File: src/rtl/msrp_pkg.sv
// Shared constants, types and widths for the motor speed ramp with PWM output.
`default_nettype none

package msrp_pkg;

    // Full-scale speed in per-mille and the hardware PWM duty scale
    localparam int FULL_SCALE    = 1000;
    localparam int HW_DUTY_SCALE = 1000000;

    localparam int SPEED_W = 11;
    localparam int REQ_W   = 16;
    localparam int MAG_W   = 10;
    localparam int STEP_W  = 7;
    localparam int DUTY_W  = 20;
    localparam int PROD_W  = MAG_W + DUTY_W;

    // Configuration register indexes
    localparam int CFG_IDX_W = 3;
    localparam logic [CFG_IDX_W-1:0] CFG_RAMP_STEP   = 3'd0;
    localparam logic [CFG_IDX_W-1:0] CFG_FAULT_SENSE = 3'd1;
    localparam logic [CFG_IDX_W-1:0] CFG_ENABLE_LINE = 3'd2;
    localparam logic [CFG_IDX_W-1:0] CFG_HW_PWM      = 3'd3;
    localparam logic [CFG_IDX_W-1:0] CFG_SOFT_RANGE  = 3'd4;

    localparam logic [STEP_W-1:0] RAMP_STEP_RESET  = 7'd10;
    localparam logic [DUTY_W-1:0] SOFT_RANGE_RESET = 20'd255;

    // Divide by FULL_SCALE as a multiply by a rounded-up reciprocal
    localparam int DIV_SHIFT  = 40;
    localparam int DIV_MULT_W = 31;
    localparam logic [63:0] DIV_MULT_FULL =
        ((64'd1 << DIV_SHIFT) + 64'(FULL_SCALE) - 64'd1) / 64'(FULL_SCALE);
    localparam logic [DIV_MULT_W-1:0] DIV_MULT = DIV_MULT_FULL[DIV_MULT_W-1:0];

    // Word held between the ramp stage and the duty stage
    typedef struct packed {
        logic                      written;
        logic                      direction;
        logic                      enable;
        logic signed [SPEED_W-1:0] current;
        logic                      fault;
        logic [PROD_W-1:0]         prod;
    } t_s1;

endpackage

`default_nettype wire

File: src/rtl/msrp_duty_div.sv
// Duty count from magnitude-times-scale product, divided by full scale.
`default_nettype none

module msrp_duty_div
    import msrp_pkg::*;
(
    input  wire logic [PROD_W-1:0] i_prod,
    output logic      [DUTY_W-1:0] o_duty
);

    logic [PROD_W+DIV_MULT_W-1:0] full;

    // Reciprocal error stays below one quotient step over the whole product range
    assign full   = (PROD_W+DIV_MULT_W)'(i_prod) * (PROD_W+DIV_MULT_W)'(DIV_MULT);
    assign o_duty = full[DIV_SHIFT +: DUTY_W];

endmodule

`default_nettype wire

File: src/rtl/motor_speed_ramp_pwm_top.sv
// Motor speed ramp with PWM direction and duty output, top level.
//
// Input channel (i_valid / o_stall) takes one word per cycle while o_stall
// is low: a move word (i_cmd = 1) clamps i_speed_request to +-1000 per
// mille and sets the target; a tick word (i_cmd = 0) checks the fault pin
// when sensing is on, else, off target, ramps the current speed one step
// toward the target and writes the old speed out as direction and duty.
// Every word gives exactly one result word on the output (o_valid / i_stall).
// The ramp stage updates speed state and forms the magnitude times
// duty-scale product; the duty stage divides it by full scale with a
// reciprocal multiply into the output register.
// Throughput is one word per cycle; the two-stage pipeline keeps it while
// the receiver takes a result each cycle. When the receiver stalls, the
// result holds, the middle stage fills, then o_stall rises.
// Configuration writes (i_cfg_we, i_cfg_idx, i_cfg_data) take effect on the
// next word; the user makes them while the block is idle; not enforced.
// Reset clears speed, target, enable, held direction and duty, empties the
// pipeline and loads register defaults: ramp step 10, software range 255.
`default_nettype none

module motor_speed_ramp_pwm_top
    import msrp_pkg::*;
(
    input  wire logic                      i_clk,
    input  wire logic                      i_rst_n,

    input  wire logic                      i_cfg_we,
    input  wire logic [CFG_IDX_W-1:0]      i_cfg_idx,
    input  wire logic [DUTY_W-1:0]         i_cfg_data,

    input  wire logic                      i_valid,
    output logic                           o_stall,
    input  wire logic                      i_cmd,
    input  wire logic signed [REQ_W-1:0]   i_speed_request,
    input  wire logic                      i_fault_pin_level,

    output logic                           o_valid,
    input  wire logic                      i_stall,
    output logic                           o_pwm_written,
    output logic                           o_direction,
    output logic [DUTY_W-1:0]              o_duty,
    output logic                           o_enable_out,
    output logic signed [SPEED_W-1:0]      o_current_speed,
    output logic                           o_fault_stop
);

    localparam logic signed [REQ_W-1:0] REQ_MAX = REQ_W'(FULL_SCALE);
    localparam logic signed [REQ_W-1:0] REQ_MIN = -REQ_MAX;
    localparam logic signed [SPEED_W-1:0] SPEED_MAX = SPEED_W'(FULL_SCALE);
    localparam logic signed [SPEED_W-1:0] SPEED_MIN = -SPEED_MAX;

    // Configuration
    logic [STEP_W-1:0] r_ramp_step;
    logic              r_fault_sense;
    logic              r_enable_line;
    logic              r_hw_pwm;
    logic [DUTY_W-1:0] r_soft_range;

    // Speed state
    logic signed [SPEED_W-1:0] r_target, n_target;
    logic signed [SPEED_W-1:0] r_ramped, n_ramped;
    logic                      r_enable, n_enable;
    logic                      r_held_dir, n_held_dir;

    // Pipeline
    logic              r_s1_valid;
    t_s1               r_s1, n_s1;
    logic [DUTY_W-1:0] div_duty;

    logic out_free, s1_free, accept;

    logic signed [SPEED_W:0] stepped;
    logic        [SPEED_W:0] stepped_mag;
    logic        [SPEED_W:0] target_mag;
    logic        [SPEED_W-1:0] cur_abs;
    logic        [MAG_W-1:0] cur_mag;
    logic        [DUTY_W-1:0] scale;
    logic signed [SPEED_W-1:0] req_clamped;
    logic                      written, fault;

    assign out_free = !o_valid || !i_stall;
    assign s1_free  = !r_s1_valid || out_free;
    assign o_stall  = !s1_free;
    assign accept   = i_valid && s1_free;

    always_ff @(posedge i_clk) begin
        if (!i_rst_n) begin
            r_ramp_step   <= RAMP_STEP_RESET;
            r_fault_sense <= 1'b0;
            r_enable_line <= 1'b0;
            r_hw_pwm      <= 1'b0;
            r_soft_range  <= SOFT_RANGE_RESET;
        end else if (i_cfg_we) begin
            unique case (i_cfg_idx)
                CFG_RAMP_STEP:   r_ramp_step   <= i_cfg_data[STEP_W-1:0];
                CFG_FAULT_SENSE: r_fault_sense <= i_cfg_data[0];
                CFG_ENABLE_LINE: r_enable_line <= i_cfg_data[0];
                CFG_HW_PWM:      r_hw_pwm      <= i_cfg_data[0];
                CFG_SOFT_RANGE:  r_soft_range  <= i_cfg_data;
                default: ;
            endcase
        end
    end

    // Ramp stage
    always_comb begin
        if (i_speed_request > REQ_MAX) begin
            req_clamped = SPEED_MAX;
        end else if (i_speed_request < REQ_MIN) begin
            req_clamped = SPEED_MIN;
        end else begin
            req_clamped = i_speed_request[SPEED_W-1:0];
        end

        if (r_target > r_ramped) begin
            stepped = {r_ramped[SPEED_W-1], r_ramped} + $signed({5'd0, r_ramp_step});
        end else begin
            stepped = {r_ramped[SPEED_W-1], r_ramped} - $signed({5'd0, r_ramp_step});
        end
        if (r_target == r_ramped) begin
            stepped = {r_ramped[SPEED_W-1], r_ramped};
        end
        stepped_mag = stepped[SPEED_W] ? -stepped : stepped;
        target_mag  = r_target[SPEED_W-1] ? -{1'b1, r_target} : {1'b0, r_target};

        cur_abs = r_ramped[SPEED_W-1] ? -r_ramped : r_ramped;
        cur_mag = cur_abs[MAG_W-1:0];
        scale   = r_hw_pwm ? DUTY_W'(HW_DUTY_SCALE) : r_soft_range;

        n_target   = r_target;
        n_ramped   = r_ramped;
        n_enable   = r_enable;
        n_held_dir = r_held_dir;
        written    = 1'b0;
        fault      = 1'b0;

        if (i_cmd) begin
            n_target = req_clamped;
            if (r_enable_line) begin
                n_enable = 1'b1;
            end
        end else if (r_fault_sense && !i_fault_pin_level) begin
            n_target = '0;
            if (r_enable_line) begin
                n_enable = 1'b0;
            end
            fault = 1'b1;
        end else begin
            if (r_target != r_ramped) begin
                written    = 1'b1;
                n_held_dir = r_ramped[SPEED_W-1];
            end
            // Snap to target when the stepped magnitude exceeds the target's
            if (stepped_mag > target_mag) begin
                n_ramped = r_target;
            end else begin
                n_ramped = stepped[SPEED_W-1:0];
            end
        end

        n_s1.written   = written;
        n_s1.direction = n_held_dir;
        n_s1.enable    = n_enable && r_enable_line;
        n_s1.current   = n_ramped;
        n_s1.fault     = fault;
        n_s1.prod      = PROD_W'(cur_mag) * PROD_W'(scale);
    end

    always_ff @(posedge i_clk) begin
        if (!i_rst_n) begin
            r_target   <= '0;
            r_ramped   <= '0;
            r_enable   <= 1'b0;
            r_held_dir <= 1'b0;
        end else if (accept) begin
            r_target   <= n_target;
            r_ramped   <= n_ramped;
            r_enable   <= n_enable;
            r_held_dir <= n_held_dir;
        end
    end

    always_ff @(posedge i_clk) begin
        if (!i_rst_n) begin
            r_s1_valid <= 1'b0;
        end else if (s1_free) begin
            r_s1_valid <= i_valid;
        end
    end

    always_ff @(posedge i_clk) begin
        if (accept) begin
            r_s1 <= n_s1;
        end
    end

    // Duty stage
    msrp_duty_div u_duty_div (
        .i_prod (r_s1.prod),
        .o_duty (div_duty)
    );

    always_ff @(posedge i_clk) begin
        if (!i_rst_n) begin
            o_valid <= 1'b0;
            o_duty  <= '0;
        end else if (out_free) begin
            o_valid <= r_s1_valid;
            // Hold the last written duty unless this word writes a new one
            if (r_s1_valid && r_s1.written) begin
                o_duty <= div_duty;
            end
        end
    end

    always_ff @(posedge i_clk) begin
        if (out_free && r_s1_valid) begin
            o_pwm_written   <= r_s1.written;
            o_direction     <= r_s1.direction;
            o_enable_out    <= r_s1.enable;
            o_current_speed <= r_s1.current;
            o_fault_stop    <= r_s1.fault;
        end
    end

endmodule

`default_nettype wire

File: config.mk
export PLATFORM = sky130hd
export DESIGN_NAME = motor_speed_ramp_pwm_top
export DESIGN_NICKNAME = d
export VERILOG_FILES = /design/src/rtl/msrp_pkg.sv /design/src/rtl/msrp_duty_div.sv /design/src/rtl/motor_speed_ramp_pwm_top.sv
export SDC_FILE = /design/constraint.sdc
export NUM_CORES = 2
export LEC_CHECK = 0
export BUFFER_PORTS_ARGS = -buffer_cell sky130_fd_sc_hd__buf_2
export CORE_UTILIZATION = 59
export DETAILED_ROUTE_END_ITERATION = 6
export GPL_ROUTABILITY_DRIVEN = 0
export PLACE_DENSITY = 0.9
export SETUP_SLACK_MARGIN = 0.05
export SYNTH_ARGS = -nofsm -noshare
export SYNTH_HDL_FRONTEND = slang
export SYNTH_SLANG_ARGS = --single-unit
export TNS_END_PERCENT = 30
File: constraint.sdc
create_clock -name i_clk -period 6.3 [get_ports i_clk]
set_input_delay 1.26 -clock i_clk [delete_from_list [all_inputs] [get_ports i_clk]]
set_output_delay 1.26 -clock i_clk [all_outputs]
set_load 0.1 [all_outputs]
==> metrics.csv, run 1 <==
stage,metric,value,unit
timing,crit_endpoint,o_duty[9]$_SDFFE_PN0P_/D,
synth,syn_area,25600,sq um
status,error_line,[ERROR GRT-0232] Routing congestion too high. Check the congestion heatmap in the GUI.,
synth,netlist_instances,2693,
grt,grt-ovfl-total,10,
synth,ys_seq_area_frac,0.130,
synth,yosys_warnings,0,
grt,grt_usage,0.606,
placed_design,dp_hpwl,60300,um
synth,synth_seq_cells,136,
timing,worst_endpoint_kind,register input,
synth,yosys_most_used_dff,dfxtp_1,
placed_design,placed_area,28200,sq um
status,haltStage,global routing,
cts,htreeDepth,4,
die,die_h,210,um
synth,synth_common_cells,"inv_1, ha_1, fa_1",
cts,cts_buffers,17,
cts,cts-root-buf,clkbuf_16,
cts,clock-sinks,136,
synth,syn-num-nets,3632,
synth,avgSynthCellArea,9.52,sq um
cts,cts_buffer_depth,2,
die,start_util,0.604,
synth,synth.distinct_cells,72,
synth,async_reset_ff_frac,0,
synth,synth_top_cell_area_share,0.327,
grt,grt_max_degree,55,
die,num_io_pins,83,
synth,yosysMostFrequentCell,inv_1,
synth,synth_enable_flop_cells,60,
die,fp.dieW,210,um
status,run_status,did not finish,
placed_design,dpl_worst_slack,-0.797,ns
placed_design,portBuffers,82,
synth,synth_top_cell_by_area,fa_1,
die,num_rows,75,
synth,synth.area.top_cells,"fa_1, ha_1, inv_1",
repair_timing:
item                                    4_1_cts
endpoints found under the hold margin         0
hold buffers                                  0
buffers inserted                             26
endpoints found under the setup margin       51
resized for setup                           111
pin swaps                                    65
cell families after synthesis:
family	count (synthesis)	synth area share
flops	136	0.130
simple gates	581	0.102
fa+ha+maj	893	0.559
mux	27	0.0111
compound gates	295	0.0708
buf+inv	683	0.101
other cells	1	0.000146
xor+xnor	77	0.0263
through the flow:
| stage | util | hold WS [ns] | cells |
|---|---|---|---|
| CTS | 0.695 | 0.421 | 3563 |
| detailed placement | 0.665 | 0.405 | 3505 |
| global placement | 0.665 | 0.403 | 3505 |
| floorplan | - | 0.400 | 2693 |
routing by layer:
metal / GRT usage / overflow
met1: 0.584 / 1
met5: 0.231 / 0
met2: 0.758 / 4
met4: 0.590 / 5
met3: 0.500 / 0
==> run 2, diff against run 1 <==
--- a/config.mk
+++ b/config.mk
@@ -6,11 +6,10 @@
 export NUM_CORES = 2
 export LEC_CHECK = 0
 export BUFFER_PORTS_ARGS = -buffer_cell sky130_fd_sc_hd__buf_2
-export CORE_UTILIZATION = 59
+export CORE_UTILIZATION = 40
 export DETAILED_ROUTE_END_ITERATION = 6
 export GPL_ROUTABILITY_DRIVEN = 0
-export PLACE_DENSITY = 0.9
-export SETUP_SLACK_MARGIN = 0.05
+export PLACE_DENSITY_LB_ADDON = 0.15
 export SYNTH_ARGS = -nofsm -noshare
 export SYNTH_HDL_FRONTEND = slang
 export SYNTH_SLANG_ARGS = --single-unit
==> constraint.sdc (replaced) <==
create_clock -name i_clk -period 8.2 [get_ports i_clk]
set_input_delay 1.64 -clock i_clk [delete_from_list [all_inputs] [get_ports i_clk]]
set_output_delay 1.64 -clock i_clk [all_outputs]
set_load 0.1 [all_outputs]
==> run 2 against run 1 <==
The flow now finishes without violations; synthesized cell count did not move; area after synthesis is the same.
==> metrics.csv, run 2 <==
stage,metric,value,unit,change
placed_design,portBuffers,82,,unchanged
timing,drv_slew,0,,
grt,grt_usage,0.205,,
detailed_routing,vias,17800,,
timing,worst_clock_skew,0.0148,ns,
synth,ys_seq_area_frac,0.130,,unchanged
timing,maxSlewHeadroom,0.226,,
min_path,min_path_cells,0,,
cells_and_area,drive_gt1_frac,0.0671,,
detailed_routing,drt_iter0_drc,855,,
min_path,min_to,o_current_speed[0],,
cts,insertion_delay,0.44,ns,
synth,synth_top_cell_area_share,0.327,,unchanged
cts,htreeDepth,4,,unchanged
die,core,63200,sq um,
worst_setup_path,cp_max_fo,11,,
timing,fin_tns_setup,0,ns,
detailed_routing,drc,0,,
timing,tightest_slew,1.16,ns,
synth,netlist_instances,2693,,unchanged
worst_setup_path,cp_cell_sequence,"ha_1, fa_1, fa_1, fa_1, fa_1, inv_1, fa_1, inv_1, fa_1, fa_1, ha_1, a21o_1, a221o_1, a21o_1, a221oi_1, o21ai_0, a21oi_1, o21ai_0, xor2_1, nand2_1, a21oi_1",,
min_path,worstHoldStart,r_s1[31],,
detailed_routing,vias_per_cell,4.91,,
cells_and_area,area_growth,8.18,%,
cts,cts_buffer_depth,2,,unchanged
detailed_routing,dr.pass1.iters,5,,
grt,grt_max_degree,59,,
cells_and_area,regArea,3320,sq um,
worst_setup_path,endpoint_kind,register,,
synth,syn_area,25600,sq um,unchanged
detailed_routing,wl,63500,um,
worst_setup_path,rr_endpoint,o_duty[5],,
cells_and_area,layout.nets,3711,,
worst_setup_path,worstPathRequired,8.55,ns,
cells_and_area,fillers,6183,,
die,num_io_pins,83,,unchanged
die,dieArea,65100,sq um,
cells_and_area,final_common_cell,inv_1,,
min_path,hold_path.class,reg2reg,,
worst_setup_path,critPathArrivalTime,7.98,ns,
worst_setup_path,path_common_cell,fa_1,,
synth,avgSynthCellArea,9.52,sq um,unchanged
synth,synth_enable_flop_cells,60,,unchanged
synth,yosys_most_used_dff,dfxtp_1,,
synth,synth_top_cell_by_area,fa_1,,
timing,fin_crit_sh,0.930,,
worst_setup_path,rrSetupSlack,0.57,ns,
cts,cts_buffers,17,,unchanged
cells_and_area,layout_common_cells,"inv_1, ha_1, fa_1",,
die,num_rows,92,,+23%
cts,clock-sinks,136,,unchanged
timing,max_freq,131,MHz,
cells_and_area,reg_top3,"r_s1 (45), o_duty (20), r_soft_range (20)",,
timing,rsz0062_at_grt,no,,
die,fp.dieW,255,um,+21%
detailed_routing,wl_per_cell,17.5,um,
die,start_util,0.406,,-0.199
cells_and_area,top_register,r_s1,,
timing,hold_viol,0,,
cts,cts_resized,0,,-100%
synth,synth_seq_cells,136,,unchanged
placed_design,placed_area,27100,sq um,-3.8%
worst_setup_path,timing_worst_setup_path_type,reg2reg,,
timing,finalSetupViolations,0,,
worst_setup_path,r2r_start,r_s1[20],,
placed_design,dp_hpwl,54900,um,-9.0%
synth,syn-num-nets,3632,,unchanged
synth,synth_common_cells,"inv_1, ha_1, fa_1",,
grt,grt-ovfl-total,0,,
cts,cts-root-buf,clkbuf_16,,
cts,cts_tree,built,,
grt,grt_pass1_vias,19200,,
cts,cts.clk_slew.worst_paths,0.06,ns,
status,run_status,"complete, no violations",,
grt,antenna_found_initial,0,,
synth,yosysMostFrequentCell,inv_1,,
cells_and_area,stdcell_area,27700,sq um,
detailed_routing,drtAntennaViolNets,0,,
worst_setup_path,critPathLaunchType,register,,
grt,grt_pass1_wl,103000,um,
worst_setup_path,worst_path_max_delay_cell,edfxtp_1,,
synth,async_reset_ff_frac,0,,unchanged
synth,yosys_warnings,0,,unchanged
cells_and_area,multi_input_area,19700,sq um,
synth,synth.distinct_cells,72,,unchanged
cts,post_cts_buffers,0,,-100%
worst_setup_path,rr_worst_depth,21,,
cells_and_area,largest_reg_flops,45,,
cts,cts_hold_buf,0,,unchanged
timing,fin_crit,7.63,ns,
worst_setup_path,cpPeakStageDelay,1.02,ns,
run,max_cap_viol_count,0,,
synth,synth.area.top_cells,"fa_1, ha_1, inv_1",,
die,die_h,255,um,+21%
run 2: cell type report:
cell class | count | share of cell area
Antenna cell | 1 | 0.0000903
Clock buffer | 17 | 0.0153
Clock inverter | 15 | 0.00564
Inverter | 622 | 0.0842
Multi-Input combinational cell | 1874 | 0.711
Sequential cell | 136 | 0.120
Tap cell | 846 | 0.0382
Timing Repair Buffer | 121 | 0.0254
run 2: kinds of logic (layout without fill, tap and decap cells):
logic type      after synthesis  after routing  share of synthesized area
compound gates              295            295                     0.0708
xor+xnor                     77             77                     0.0263
fa+ha+maj                   893            893                      0.559
buf+inv                     683            775                      0.101
flops                       136            136                      0.130
mux                          27             27                     0.0111
other cells                   1              2                   0.000146
simple gates                581            581                      0.102
run 2: metrics by stage:
stage | hold slack, ns | util | std cells | setup slack [ns]
global placement | 0.402 | 0.429 | 3599 | 0.634
floorplan | 0.400 | - | 2693 | 1.43
finish | 0.418 | 0.439 | 3632 | 0.571
CTS | 0.421 | 0.439 | 3631 | 0.586
detailed placement | 0.405 | 0.429 | 3599 | 0.565
global route | 0.429 | 0.439 | 3631 | 0.229
run 2: worst max-delay path by stage:
stage	slack [ns]	to	start
floorplan	1.43	r_s1[28]	r_ramped[0]
global placement	0.63	o_duty[5]	r_s1[20]
detailed placement	0.56	o_duty[5]	r_s1[20]
CTS	0.59	o_duty[5]	r_s1[20]
global route	0.23	r_s1[40]	r_ramped[4]
finish	0.57	o_duty[5]	r_s1[20]
run 2: layer usage:
layer / up-vias / track usage / routed length [um]
li1: 8668 / - / -
met1: 8828 / 0.275 / 29300
met2: 292 / 0.352 / 31000
met3: 60 / 0.0207 / 1950
met4: 0 / 0.0554 / 1290
met5: - / 0 / 0
run 2: critical path, delay by kind of cell (launching register included):
kind            cells  cell delay [ns]
fa+ha+maj           9             4.04
compound gates      8             2.04
flops               1             1.02
xor+xnor            1             0.24
buf+inv             2             0.10
simple gates        1             0.10
Power of run 2 is left out: the tool's default activity adds up to more than one toggle a clock period on the data nets, which glitch-free logic cannot reach.
